### src/rtl/slfo_pkg.sv
// Shared constants for the step-sequencer LFO.
// No dependencies; used by the blend unit and the top level.
`timescale 1ns / 1ps

package slfo_pkg;

	// request function codes
	localparam logic [1:0] FN_TICK    = 2'd0;
	localparam logic [1:0] FN_WRITE   = 2'd1;
	localparam logic [1:0] FN_RESTART = 2'd2;
	localparam logic [1:0] FN_UNUSED  = 2'd3;

	// configuration register indexes (byte address / 4)
	localparam logic [1:0] RG_PHASE_INC  = 2'd0;
	localparam logic [1:0] RG_STEP_COUNT = 2'd1;
	localparam logic [1:0] RG_SMOOTH     = 2'd2;
	localparam logic [1:0] RG_ONE_SHOT   = 2'd3;

	// phase fixed point, 24 fractional bits
	localparam logic [24:0] ONE_Q24  = 25'd16777216;
	localparam logic [24:0] HALF_Q24 = 25'd8388608;

endpackage

### src/rtl/slfo_ram.sv
// Generic single-port-write, single-port-read RAM with registered read data.
// No dependencies.
`timescale 1ns / 1ps

module slfo_ram #(
	parameter int WIDTH = 16,
	parameter int DEPTH = 32
) (
	input  logic                     clk,
	input  logic                     we,
	input  logic [$clog2(DEPTH)-1:0] waddr,
	input  logic [WIDTH-1:0]         wdata,
	input  logic [$clog2(DEPTH)-1:0] raddr,
	output logic [WIDTH-1:0]         rdata
);

	logic [WIDTH-1:0] mem [DEPTH];

	always_ff @(posedge clk) begin
		if (we) begin
			mem[waddr] <= wdata;
		end
		rdata <= mem[raddr];
	end

endmodule

### src/rtl/slfo_div.sv
// Radix-2 restoring divider for the crossfade weight: quo = num * 2^24 / den.
// Flags saturation when the quotient would reach 2^24. No dependencies.
`timescale 1ns / 1ps

module slfo_div (
	input  logic        clk,
	input  logic        arst_n,
	input  logic        start,
	input  logic [24:0] num,
	input  logic [24:0] den,
	output logic        done,
	output logic [23:0] quo,
	output logic        sat
);

	logic        busy_q;
	logic        done_q;
	logic        sat_q;
	logic [4:0]  cnt_q;
	logic [24:0] rem_q;
	logic [23:0] quo_q;
	logic [25:0] rem2;
	logic        ge;

	assign rem2 = {rem_q, 1'b0};
	assign ge   = rem2 >= {1'b0, den};

	always_ff @(posedge clk or negedge arst_n) begin
		if (!arst_n) begin
			busy_q <= 1'b0;
			done_q <= 1'b0;
			cnt_q  <= '0;
		end else begin
			done_q <= start ? (num >= den) : (busy_q && cnt_q == 5'd23);
			if (start) begin
				cnt_q <= '0;
				if (num < den) begin
					busy_q <= 1'b1;
				end
			end else if (busy_q) begin
				cnt_q <= cnt_q + 5'd1;
				if (cnt_q == 5'd23) begin
					busy_q <= 1'b0;
				end
			end
		end
	end

	always_ff @(posedge clk) begin
		if (start) begin
			sat_q <= num >= den;
			rem_q <= num;
			quo_q <= '0;
		end else if (busy_q) begin
			rem_q <= ge ? 25'(rem2 - {1'b0, den}) : rem2[24:0];
			quo_q <= {quo_q[22:0], ge};
		end
	end

	assign done = done_q;
	assign quo  = quo_q;
	assign sat  = sat_q;

endmodule

### src/rtl/slfo_blend.sv
// History blend: B-spline/linear mix, edge crossfade or decay, then round and clamp.
// Uses slfo_pkg, slfo_div and one shared multiply-accumulate step sequence.
`timescale 1ns / 1ps

module slfo_blend (
	input  logic               clk,
	input  logic               arst_n,
	input  logic               start,
	input  logic [24:0]        p,
	input  logic signed [15:0] h0,
	input  logic signed [15:0] h1,
	input  logic signed [15:0] h2,
	input  logic signed [14:0] smooth,
	output logic               done,
	output logic signed [15:0] level
);

	localparam logic [2:0] BL_IDLE = 3'd0;
	localparam logic [2:0] BL_DIV  = 3'd1;
	localparam logic [2:0] BL_MUL  = 3'd2;
	localparam logic [2:0] BL_ACC  = 3'd3;
	localparam logic [2:0] BL_RND  = 3'd4;

	logic [2:0]         st_q;
	logic [2:0]         u_q;
	logic               done_q;
	logic signed [15:0] level_q;
	logic signed [63:0] acc_q;
	logic signed [63:0] prod_s1;
	logic [24:0]        m2_q;
	logic [24:0]        cf_q;
	logic signed [45:0] qbs_q;
	logic signed [45:0] lin_q;

	logic               bsp, xf, dcy_lo, p_gt, neg_d;
	logic signed [15:0] s16, kq;
	logic [24:0]        den, num;
	logic               div_start, div_done, div_sat;
	logic [23:0]        div_quo;
	logic [25:0]        hq;
	logic [24:0]        cf_n;
	logic signed [27:0] c1, c2;
	logic signed [16:0] d01, d10, d12, d21;
	logic signed [26:0] pterm;
	logic signed [17:0] a_m;
	logic signed [45:0] b_m;
	logic               sh_m, first_m, last_fin;
	logic signed [63:0] base_m, acc_n, rnd_sum, r;

	assign bsp    = smooth > 15'sd4096;
	assign xf     = !bsp && (smooth >= 15'sd0);
	assign dcy_lo = smooth <= -15'sd4096;
	assign neg_d  = smooth < -15'sd8192;
	assign p_gt   = p > slfo_pkg::HALF_Q24;
	assign s16    = 16'(smooth);

	// decay/crossfade denominator: k * 4096 + 168
	always_comb begin
		if (xf) begin
			kq = s16;
		end else if (!dcy_lo) begin
			kq = -s16;
		end else begin
			kq = s16 + 16'sd8192;
		end
	end
	assign den = {kq[12:0], 12'd168};
	assign num = ((xf && !p_gt) || dcy_lo) ? p : 25'(slfo_pkg::ONE_Q24 - p);

	assign div_start = (st_q == BL_IDLE) && start && !bsp && !neg_d;

	slfo_div u_div (
		.clk   (clk),
		.arst_n(arst_n),
		.start (div_start),
		.num   (num),
		.den   (den),
		.done  (div_done),
		.quo   (div_quo),
		.sat   (div_sat)
	);

	// clamp the weight to [0, one]
	assign hq = 26'(slfo_pkg::HALF_Q24) + 26'(div_quo);
	always_comb begin
		if (xf && p_gt) begin
			cf_n = (div_sat || hq > 26'(slfo_pkg::ONE_Q24)) ? slfo_pkg::ONE_Q24 : hq[24:0];
		end else if (xf) begin
			cf_n = (div_sat || 25'(div_quo) > slfo_pkg::HALF_Q24) ? 25'd0 :
				25'(slfo_pkg::HALF_Q24 - 25'(div_quo));
		end else begin
			cf_n = div_sat ? slfo_pkg::ONE_Q24 : 25'(div_quo);
		end
	end

	// spline coefficients
	assign c1 = $signed({3'b0, slfo_pkg::ONE_Q24}) + $signed({2'b0, p, 1'b0})
		- $signed({2'b0, m2_q, 1'b0});
	assign c2 = $signed({3'b0, m2_q}) - $signed({2'b0, p, 1'b0})
		+ $signed({3'b0, slfo_pkg::ONE_Q24});
	assign d01 = 17'(h0) - 17'(h1);
	assign d10 = 17'(h1) - 17'(h0);
	assign d12 = 17'(h1) - 17'(h2);
	assign d21 = 17'(h2) - 17'(h1);
	assign pterm = p_gt ? $signed({2'b0, p}) - $signed({2'b0, slfo_pkg::HALF_Q24})
		: $signed({2'b0, p}) + $signed({2'b0, slfo_pkg::HALF_Q24});

	// operand selection per step
	always_comb begin
		a_m      = '0;
		b_m      = '0;
		sh_m     = 1'b0;
		first_m  = 1'b0;
		base_m   = '0;
		last_fin = 1'b0;
		if (bsp) begin
			case (u_q)
				3'd0: begin
					a_m     = $signed({5'b0, p[24:12]});
					b_m     = $signed({21'b0, p});
					sh_m    = 1'b1;
					first_m = 1'b1;
				end
				3'd1: begin
					a_m = $signed({6'b0, p[11:0]});
					b_m = $signed({21'b0, p});
				end
				3'd2: begin
					a_m     = 18'(h0);
					b_m     = $signed({21'b0, m2_q});
					first_m = 1'b1;
				end
				3'd3: begin
					a_m = 18'(h1);
					b_m = 46'(c1);
				end
				3'd4: begin
					a_m = 18'(h2);
					b_m = 46'(c2);
				end
				3'd5: begin
					a_m     = p_gt ? 18'(d01) : 18'(d12);
					b_m     = 46'(pterm);
					first_m = 1'b1;
					base_m  = (p_gt ? 64'(h1) : 64'(h2)) <<< 24;
				end
				3'd6: begin
					a_m     = (18'sd8192 - 18'(smooth)) <<< 1;
					b_m     = lin_q;
					first_m = 1'b1;
				end
				3'd7: begin
					a_m      = 18'(smooth) - 18'sd4096;
					b_m      = qbs_q;
					last_fin = 1'b1;
				end
				default: begin
					a_m = '0;
				end
			endcase
		end else begin
			first_m  = 1'b1;
			last_fin = 1'b1;
			if (xf) begin
				a_m    = p_gt ? 18'(d10) : 18'(d21);
				b_m    = $signed({21'b0, cf_q});
				base_m = (p_gt ? 64'(h0) : 64'(h1)) <<< 24;
			end else if (!dcy_lo) begin
				a_m = 18'(h1);
				b_m = $signed({21'b0, cf_q});
			end else begin
				a_m = 18'(h1);
				b_m = $signed({21'b0, 25'(slfo_pkg::ONE_Q24 - cf_q)});
			end
		end
	end

	assign acc_n   = (first_m ? base_m : acc_q) + prod_s1;
	assign rnd_sum = acc_q + (bsp ? (64'sd1 <<< 36) : (64'sd1 <<< 23));
	assign r       = bsp ? (rnd_sum >>> 37) : (rnd_sum >>> 24);

	always_ff @(posedge clk or negedge arst_n) begin
		if (!arst_n) begin
			st_q   <= BL_IDLE;
			u_q    <= '0;
			done_q <= 1'b0;
		end else begin
			done_q <= (st_q == BL_RND);
			case (st_q)
				BL_IDLE: begin
					u_q <= '0;
					if (start) begin
						st_q <= (bsp || neg_d) ? BL_MUL : BL_DIV;
					end
				end
				BL_DIV: begin
					if (div_done) begin
						st_q <= BL_MUL;
					end
				end
				BL_MUL: begin
					st_q <= BL_ACC;
				end
				BL_ACC: begin
					u_q  <= u_q + 3'd1;
					st_q <= last_fin ? BL_RND : BL_MUL;
				end
				BL_RND: begin
					st_q <= BL_IDLE;
				end
				default: begin
					st_q <= BL_IDLE;
				end
			endcase
		end
	end

	always_ff @(posedge clk) begin
		if (st_q == BL_IDLE && start && neg_d && !bsp) begin
			cf_q <= '0;
		end else if (st_q == BL_DIV && div_done) begin
			cf_q <= cf_n;
		end
		if (st_q == BL_MUL) begin
			prod_s1 <= sh_m ? ((64'(a_m) * 64'(b_m)) <<< 12) : (64'(a_m) * 64'(b_m));
		end
		if (st_q == BL_ACC) begin
			acc_q <= acc_n;
			if (bsp && u_q == 3'd1) begin
				m2_q <= acc_n[48:24];
			end
			if (bsp && u_q == 3'd4) begin
				qbs_q <= acc_n[45:0];
			end
			if (bsp && u_q == 3'd5) begin
				lin_q <= acc_n[45:0];
			end
		end
		if (st_q == BL_RND) begin
			if (r > 64'sd32767) begin
				level_q <= 16'sd32767;
			end else if (r < -64'sd32768) begin
				level_q <= -16'sd32768;
			end else begin
				level_q <= r[15:0];
			end
		end
	end

	assign done  = done_q;
	assign level = level_q;

endmodule

### src/rtl/step_sequencer_lfo.sv
// Step-sequencer LFO top: config registers, step table RAM, step/phase sequencer.
// Table write: taken on accept. Restart: three table reads, each a read then a write-back.
// Tick: accept, one table RAM read per step advance, start the blend, then blend with
// B-spline mixing (eight MAC steps) or crossfade/decay through the divider, which ends
// early when the weight saturates and is skipped below minus two; then load the result.
// Reset: registers to their defaults; table reads as zero until an entry is written.
`timescale 1ns / 1ps

module step_sequencer_lfo #(
	parameter int TABLE_STEPS = 32
) (
	input  logic               clk,
	input  logic               arst_n,
	// APB configuration port
	input  logic               psel,
	input  logic               penable,
	input  logic               pwrite,
	input  logic [3:0]         paddr,
	input  logic [31:0]        pwdata,
	output logic [31:0]        prdata,
	output logic               pready,
	// request channel
	input  logic               item_valid,
	output logic               item_stall,
	input  logic [1:0]         func,
	input  logic [4:0]         entry_index,
	input  logic signed [15:0] entry_value,
	// result channel
	output logic               result_valid,
	input  logic               result_stall,
	output logic signed [15:0] level,
	output logic [4:0]         current_step_out
);

	localparam int AW = $clog2(TABLE_STEPS);
	localparam int CW = AW + 1;

	localparam logic [2:0] ST_IDLE   = 3'd0;
	localparam logic [2:0] ST_RS_RD  = 3'd1;
	localparam logic [2:0] ST_RS_WB  = 3'd2;
	localparam logic [2:0] ST_TK_CHK = 3'd3;
	localparam logic [2:0] ST_TK_WB  = 3'd4;
	localparam logic [2:0] ST_TK_BL  = 3'd5;
	localparam logic [2:0] ST_TK_OUT = 3'd6;

	// configuration
	logic [25:0]        phase_inc_q;
	logic [5:0]         step_count_q;
	logic signed [14:0] smooth_q;
	logic               one_shot_q;

	// sequencer state
	logic [2:0]         st_q;
	logic [AW-1:0]      step_q;
	logic [26:0]        phase_q;
	logic signed [15:0] hist_q [3];
	logic [AW-1:0]      rs_idx_q;
	logic [1:0]         rs_k_q;
	logic               vld_q [TABLE_STEPS];
	logic               rd_vld_s1;

	// result register
	logic               res_valid_q;
	logic signed [15:0] level_q;
	logic [4:0]         step_out_q;

	logic               accept, wr_en, cfg_wr;
	logic [CW-1:0]      cnt, nxt_w;
	logic [AW-1:0]      step_nxt, raddr, rs_prev;
	logic [15:0]        ram_rdata;
	logic signed [15:0] tbl_val;
	logic               bl_start, bl_done, out_free;
	logic signed [15:0] bl_level;

	assign pready = 1'b1;
	assign cfg_wr = psel && penable && pwrite;

	always_ff @(posedge clk or negedge arst_n) begin
		if (!arst_n) begin
			phase_inc_q  <= '0;
			step_count_q <= 6'd16;
			smooth_q     <= '0;
			one_shot_q   <= 1'b0;
		end else if (cfg_wr) begin
			case (paddr[3:2])
				slfo_pkg::RG_PHASE_INC:  phase_inc_q  <= pwdata[25:0];
				slfo_pkg::RG_STEP_COUNT: step_count_q <= pwdata[5:0];
				slfo_pkg::RG_SMOOTH:     smooth_q     <= pwdata[14:0];
				slfo_pkg::RG_ONE_SHOT:   one_shot_q   <= pwdata[0];
				default:                 one_shot_q   <= one_shot_q;
			endcase
		end
	end

	always_comb begin
		case (paddr[3:2])
			slfo_pkg::RG_PHASE_INC:  prdata = {6'b0, phase_inc_q};
			slfo_pkg::RG_STEP_COUNT: prdata = {26'b0, step_count_q};
			slfo_pkg::RG_SMOOTH:     prdata = {17'b0, smooth_q};
			slfo_pkg::RG_ONE_SHOT:   prdata = {31'b0, one_shot_q};
			default:                 prdata = '0;
		endcase
	end

	// effective loop length: zero acts as one, clamped to the table size
	always_comb begin
		if (step_count_q == 6'd0) begin
			cnt = CW'(1);
		end else if (32'(step_count_q) > 32'(TABLE_STEPS)) begin
			cnt = CW'(TABLE_STEPS);
		end else begin
			cnt = CW'(step_count_q);
		end
	end

	// next step: hold at the last step in one-shot mode, else wrap
	assign nxt_w = {1'b0, step_q} + CW'(1);
	always_comb begin
		if (one_shot_q && nxt_w > cnt - CW'(1)) begin
			step_nxt = AW'(cnt - CW'(1));
		end else if (!one_shot_q && nxt_w >= cnt) begin
			step_nxt = '0;
		end else begin
			step_nxt = AW'(nxt_w);
		end
	end

	assign rs_prev = (rs_idx_q == '0) ? AW'(cnt - CW'(1)) : rs_idx_q - AW'(1);

	assign item_stall = (st_q != ST_IDLE);
	assign accept     = item_valid && !item_stall;
	assign wr_en      = accept && func == slfo_pkg::FN_WRITE
		&& 32'(entry_index) < 32'(TABLE_STEPS);
	assign raddr      = (st_q == ST_TK_CHK) ? step_nxt : rs_idx_q;

	slfo_ram #(
		.WIDTH(16),
		.DEPTH(TABLE_STEPS)
	) u_table (
		.clk  (clk),
		.we   (wr_en),
		.waddr(AW'(entry_index)),
		.wdata(entry_value),
		.raddr(raddr),
		.rdata(ram_rdata)
	);

	// entries never written read as zero
	assign tbl_val = rd_vld_s1 ? $signed(ram_rdata) : 16'sd0;

	always_ff @(posedge clk or negedge arst_n) begin
		if (!arst_n) begin
			for (int i = 0; i < TABLE_STEPS; i++) begin
				vld_q[i] <= 1'b0;
			end
			rd_vld_s1 <= 1'b0;
		end else begin
			if (wr_en) begin
				vld_q[AW'(entry_index)] <= 1'b1;
			end
			rd_vld_s1 <= vld_q[raddr];
		end
	end

	assign bl_start = (st_q == ST_TK_CHK) && !(phase_q > 27'(slfo_pkg::ONE_Q24));
	assign out_free = !res_valid_q || !result_stall;

	slfo_blend u_blend (
		.clk   (clk),
		.arst_n(arst_n),
		.start (bl_start),
		.p     (phase_q[24:0]),
		.h0    (hist_q[0]),
		.h1    (hist_q[1]),
		.h2    (hist_q[2]),
		.smooth(smooth_q),
		.done  (bl_done),
		.level (bl_level)
	);

	// main sequencer
	always_ff @(posedge clk or negedge arst_n) begin
		if (!arst_n) begin
			st_q        <= ST_IDLE;
			step_q      <= AW'(1);
			phase_q     <= '0;
			rs_idx_q    <= '0;
			rs_k_q      <= '0;
			res_valid_q <= 1'b0;
			for (int i = 0; i < 3; i++) begin
				hist_q[i] <= '0;
			end
		end else begin
			// taken result; a new one loading in the same cycle is handled below
			if (res_valid_q && !result_stall && st_q != ST_TK_OUT) begin
				res_valid_q <= 1'b0;
			end
			case (st_q)
				ST_IDLE: begin
					if (accept && func == slfo_pkg::FN_RESTART) begin
						// step = 1 mod count, preload history walking backwards
						step_q   <= (cnt == CW'(1)) ? '0 : AW'(1);
						rs_idx_q <= (cnt == CW'(1)) ? '0 : AW'(1);
						rs_k_q   <= '0;
						phase_q  <= '0;
						st_q     <= ST_RS_RD;
					end else if (accept && func == slfo_pkg::FN_TICK) begin
						phase_q <= phase_q + 27'(phase_inc_q);
						st_q    <= ST_TK_CHK;
					end
				end
				ST_RS_RD: begin
					st_q <= ST_RS_WB;
				end
				ST_RS_WB: begin
					hist_q[rs_k_q] <= tbl_val;
					rs_idx_q       <= rs_prev;
					rs_k_q         <= rs_k_q + 2'd1;
					st_q           <= (rs_k_q == 2'd2) ? ST_IDLE : ST_RS_RD;
				end
				ST_TK_CHK: begin
					if (phase_q > 27'(slfo_pkg::ONE_Q24)) begin
						step_q  <= step_nxt;
						phase_q <= phase_q - 27'(slfo_pkg::ONE_Q24);
						st_q    <= ST_TK_WB;
					end else begin
						st_q <= ST_TK_BL;
					end
				end
				ST_TK_WB: begin
					hist_q[2] <= hist_q[1];
					hist_q[1] <= hist_q[0];
					hist_q[0] <= tbl_val;
					st_q      <= ST_TK_CHK;
				end
				ST_TK_BL: begin
					if (bl_done) begin
						st_q <= ST_TK_OUT;
					end
				end
				ST_TK_OUT: begin
					if (out_free) begin
						res_valid_q <= 1'b1;
						st_q        <= ST_IDLE;
					end
				end
				default: begin
					st_q <= ST_IDLE;
				end
			endcase
		end
	end

	always_ff @(posedge clk) begin
		if (st_q == ST_TK_OUT && out_free) begin
			level_q    <= bl_level;
			step_out_q <= 5'(step_q);
		end
	end

	assign result_valid     = res_valid_q;
	assign level            = level_q;
	assign current_step_out = step_out_q;

endmodule
### config.mk
export PLATFORM = sky130hd
export DESIGN_NAME = step_sequencer_lfo
export DESIGN_NICKNAME = d
export VERILOG_FILES = /design/src/rtl/slfo_pkg.sv /design/src/rtl/slfo_ram.sv /design/src/rtl/slfo_div.sv /design/src/rtl/slfo_blend.sv /design/src/rtl/step_sequencer_lfo.sv
export SDC_FILE = /design/constraint.sdc
export NUM_CORES = 2
export LEC_CHECK = 0
export BUFFER_PORTS_ARGS = -buffer_cell sky130_fd_sc_hd__buf_2
export CAP_MARGIN = 20
export CORE_MARGIN = 8
export CORE_UTILIZATION = 36
export DETAILED_ROUTE_END_ITERATION = 16
export GPL_TIMING_DRIVEN = 0
export SYNTH_ARGS = -nofsm -noshare
export SYNTH_HDL_FRONTEND = slang
export SYNTH_SLANG_ARGS = --single-unit
### constraint.sdc
create_clock -name clk -period 9.1 [get_ports clk]
set_input_delay 1.82 -clock clk [delete_from_list [all_inputs] [get_ports clk]]
set_output_delay 1.82 -clock clk [all_outputs]
set_load 0.02 [all_outputs]
==> reports/results.ini <==
[status]
status = finished with violations
failed_checks = negative setup slack

[timing]
fin_skew_ns = 0.1264
max-slew-margin-rel = 0.06353
max_slew.worst_pin.slew_ns = 1.395
period_needed_ns = 10.13
setup_violations = 46
fmax_ghz = 0.09872
fin_ws_ns = -1.030
hold_ws_ns = 0.4604
rsz0062_at_grt = true
slew_violations = 0
hold_violations = 0
final.period_utilization = 1.113

[min_path]
hold_path.class = reg -> reg
holdPathEnd = u_blend.st_q[0]
worstHoldStart = u_blend.st_q[2]
hold_path_depth = 1

[synth]
synth_area_um2 = 86920
seq_area_frac_synth = 0.3519
synth-main-ff-cell = edfxtp_1
synth_top_area_frac = 0.2833
yosysTopAreaCell = edfxtp_1
netlist_instances = 8904
netlist_top_cells_area = edfxtp_1 28%, fa_1 18%, ha_1 6.1%
synth_edf_count = 820
yosys_warnings = 0
ys_ff_latch = 1071
synth.distinct_cells = 112
avgSynthCellArea_um2 = 9.762
ys_async_sr_fraction = 0.1737

[global_routing]
antenna_found_initial = 25
grt_pass1_vias = 72440
grt_use_met3 = 0.04644
overflow = 0
grt_use_met1 = 0.3509
gr-max-usage-layer = met2
use_met2 = 0.3996
grt_pass1_wl_um = 497500
grt_max_degree = 106
grtUsageTotal = 0.2587

[die]
core_um2 = 240300
start_util = 0.3617
die_w_um = 507.4
dieArea_um2 = 257400
row_count = 180
die_y_um = 507.4
ios = 122

[clock_network]
cts_tree = built
clkTransAtPathRegs_ns = 0.09
cts.sinks = 1071
clock_latency_ns = 0.83
clockBufferDepth = 3
cts_buffers = 111
root_buffer = clkbuf_16
cts-hold-fix-buffers = 0
ctsHtreeMaxLevel = 3

[setup_path]
worst_setup_path_start_kind = register
max_stage_delay_ns = 0.54
crit_top_cell = fa_1
slowest_stage = dfrtp_1
critical_path_arrival_ns = 10.63
path_max_fanout = 10
worstRegToRegCells = 39
r2r-start = smooth_q[0]
r2r_slack_ns = -1.03
end_kind = register
crit_required_ns = 9.60
worst-setup-path-type = reg -> reg
r2r_end = u_blend.prod_s1[58]

[layout]
area_growth_pct = 20.40
nNetsFinal = 10820
fillers = 22750
drive_gt1_frac = 0.1762

[routing]
wl_per_cell_um = 26.88
drtIter0Drc = 8898
vias = 73470
firstDrtPassIters = 12
drc = 0
wirelength_um = 345100
vias_per_cell = 5.722
postRouteAntennaNets = 0

[placement]
place_hpwl_um = 264600
gp_congestion = 1.006
portBuffers = 106
place_ws_ns = -4.268

[run]
cap_violations = 0

-- timing repair --
item,CTS,global route
pin swaps,293,132
endpoints found under the hold margin,0,0
resized for setup,956,195
gates cloned,5,0
buffers inserted,284,58
endpoints found under the setup margin,59,50
-- sequential cells by signal (all words and copies together) (netlist names), 24 cells and up --
register             cells
hist_q                  48
u_blend.prod_s1         64
u_blend.cf_q            25
u_table.mem            512
u_blend.lin_q           46
u_blend.m2_q            25
u_blend.u_div.quo       24
u_blend.acc_q           64
phase_inc_q             26
vld_q                   32
u_blend.qbs_q           46
phase_q                 27
u_blend.u_div.rem_q     25
-- routing by layer --
| layer | share of wire | wire length [um] |
|---|---|---|
| met1 | 0.41 | 140600 |
| met4 | 0.063 | 21800 |
| met2 | 0.44 | 151300 |
| met5 | 0.000078 | 27 |
| met3 | 0.091 | 31370 |
-- cell type report --
type / instances / area, um^2 / area share
inverter: 1009 / 3870 / 0.03698
tap: 3185 / 3985 / 0.03808
multi-input combinational: 6364 / 54730 / 0.5230
clock inverter: 64 / 779.5 / 0.007449
clock buffer: 146 / 3124 / 0.02985
antenna: 11 / 27.53 / 0.0002630
timing repair buffer: 536 / 4885 / 0.04668
buffer: 453 / 2599 / 0.02483
sequential: 1071 / 30650 / 0.2929
-- worst max-delay path, delay by kind of cell, from the launching register on --
kind | cells | cell delay [ns]
AND/OR/NAND/NOR | 5 | 0.86
adder cells (fa/ha/maj) | 8 | 3.64
flip-flops | 1 | 0.54
XOR/XNOR | 1 | 0.29
AO/OA/AOI/OAI | 12 | 2.73
buffers and inverters | 13 | 1.81
-- Yosys cell counts (all sizes together) (17+ instances only) --
master	n
a211oi	83
a21o	162
a21oi	576
a221oi	75
a222oi	29
a22oi	122
a31oi	90
and2	133
and3	30
and4	17
buf	145
clkbuf	322
dfrtp	184
dfxtp	65
edfxtp	820
fa	787
ha	421
inv	1006
mux2	44
mux2i	148
nand2	1228
nand2b	57
nand3	136
nand4	67
nor2	657
nor2b	80
nor3	100
nor3b	28
nor4	26
o211ai	39
o21a	77
o21ai	401
o21bai	32
o221ai	19
o22ai	29
o31ai	39
or2	51
or3	32
xnor2	210
xor2	144
-- worst max-delay path by stage --
stage	to	cells after the start	start	slack (ns)
2_1_floorplan	u_blend.prod_s1[60]	34	phase_q[1]	0.0003
3_3_place_gp	u_blend.prod_s1[62]	34	smooth_q[0]	-4.95
3_5_place_dp	u_blend.prod_s1[54]	33	smooth_q[0]	-4.27
4_1_cts	u_blend.prod_s1[60]	35	hist_q[16]	-0.82
5_1_grt	u_blend.prod_s1[60]	40	hist_q[16]	-1.25
6_report	u_blend.prod_s1[58]	39	smooth_q[0]	-1.03
-- metrics by stage --
| stage | setup TNS, ns | util | instance area (um^2) | std cells |
|---|---|---|---|---|
| 3_3_place_gp | -253.88 | 0.3816 | 91700 | 12200 |
| 4_1_cts | -20.97 | 0.4301 | 103400 | 12770 |
| 2_1_floorplan | 0 | - | 87190 | 8910 |
| 5_1_grt | -37.02 | 0.4354 | 104600 | 12830 |
| 3_5_place_dp | -180.48 | 0.3870 | 92990 | 12280 |
| 6_report | -29.03 | 0.4355 | 104700 | 12840 |
-- cell families (layout without fill, tap and decap cells) --
| kind of cell | count (synthesis) | count (layout) | share of synthesized area |
|---|---|---|---|
| buf+inv | 1476 | 2208 | 0.06668 |
| simple gates | 2684 | 2684 | 0.1383 |
| compound gates | 1916 | 1917 | 0.1425 |
| flops | 1071 | 1071 | 0.3519 |
| mux | 193 | 193 | 0.02309 |
| fa+ha+maj | 1208 | 1208 | 0.2419 |
| xor+xnor | 354 | 354 | 0.03567 |
| other cells | 2 | 19 | 0.00008640 |
-- placed cells by master, fill, tap and decap left out, types with 42 or more instances in the layout --
cell          n
nand2_1    1193
inv_1       956
edfxtp_1    820
fa_1        751
nor2_1      583
a21oi_1     504
ha_1        361
buf_4       316
o21ai_0     279
clkbuf_1    262
xnor2_1     189
buf_2       170
a21o_1      159
mux2i_1     142
dfrtp_1     141
nand3_1     134
xor2_1      124
and2_1      122
a22oi_1     121
clkbuf_16   118
nor3_1       87
buf_6        86
nor2b_1      76
a31oi_1      75
a211oi_1     70
nand4_1      67
dfxtp_1      65
nand2b_1     56
o21a_1       56
a221oi_1     49
nor2_2       49
or2_2        49
a21oi_2      47
ha_4         47
o21ai_1      45
buf_12       43
mux2_2       43
o21ai_4      42
Power is not shown: default switching activity piles up to over one toggle a cycle in this logic, so the estimate is an artifact.
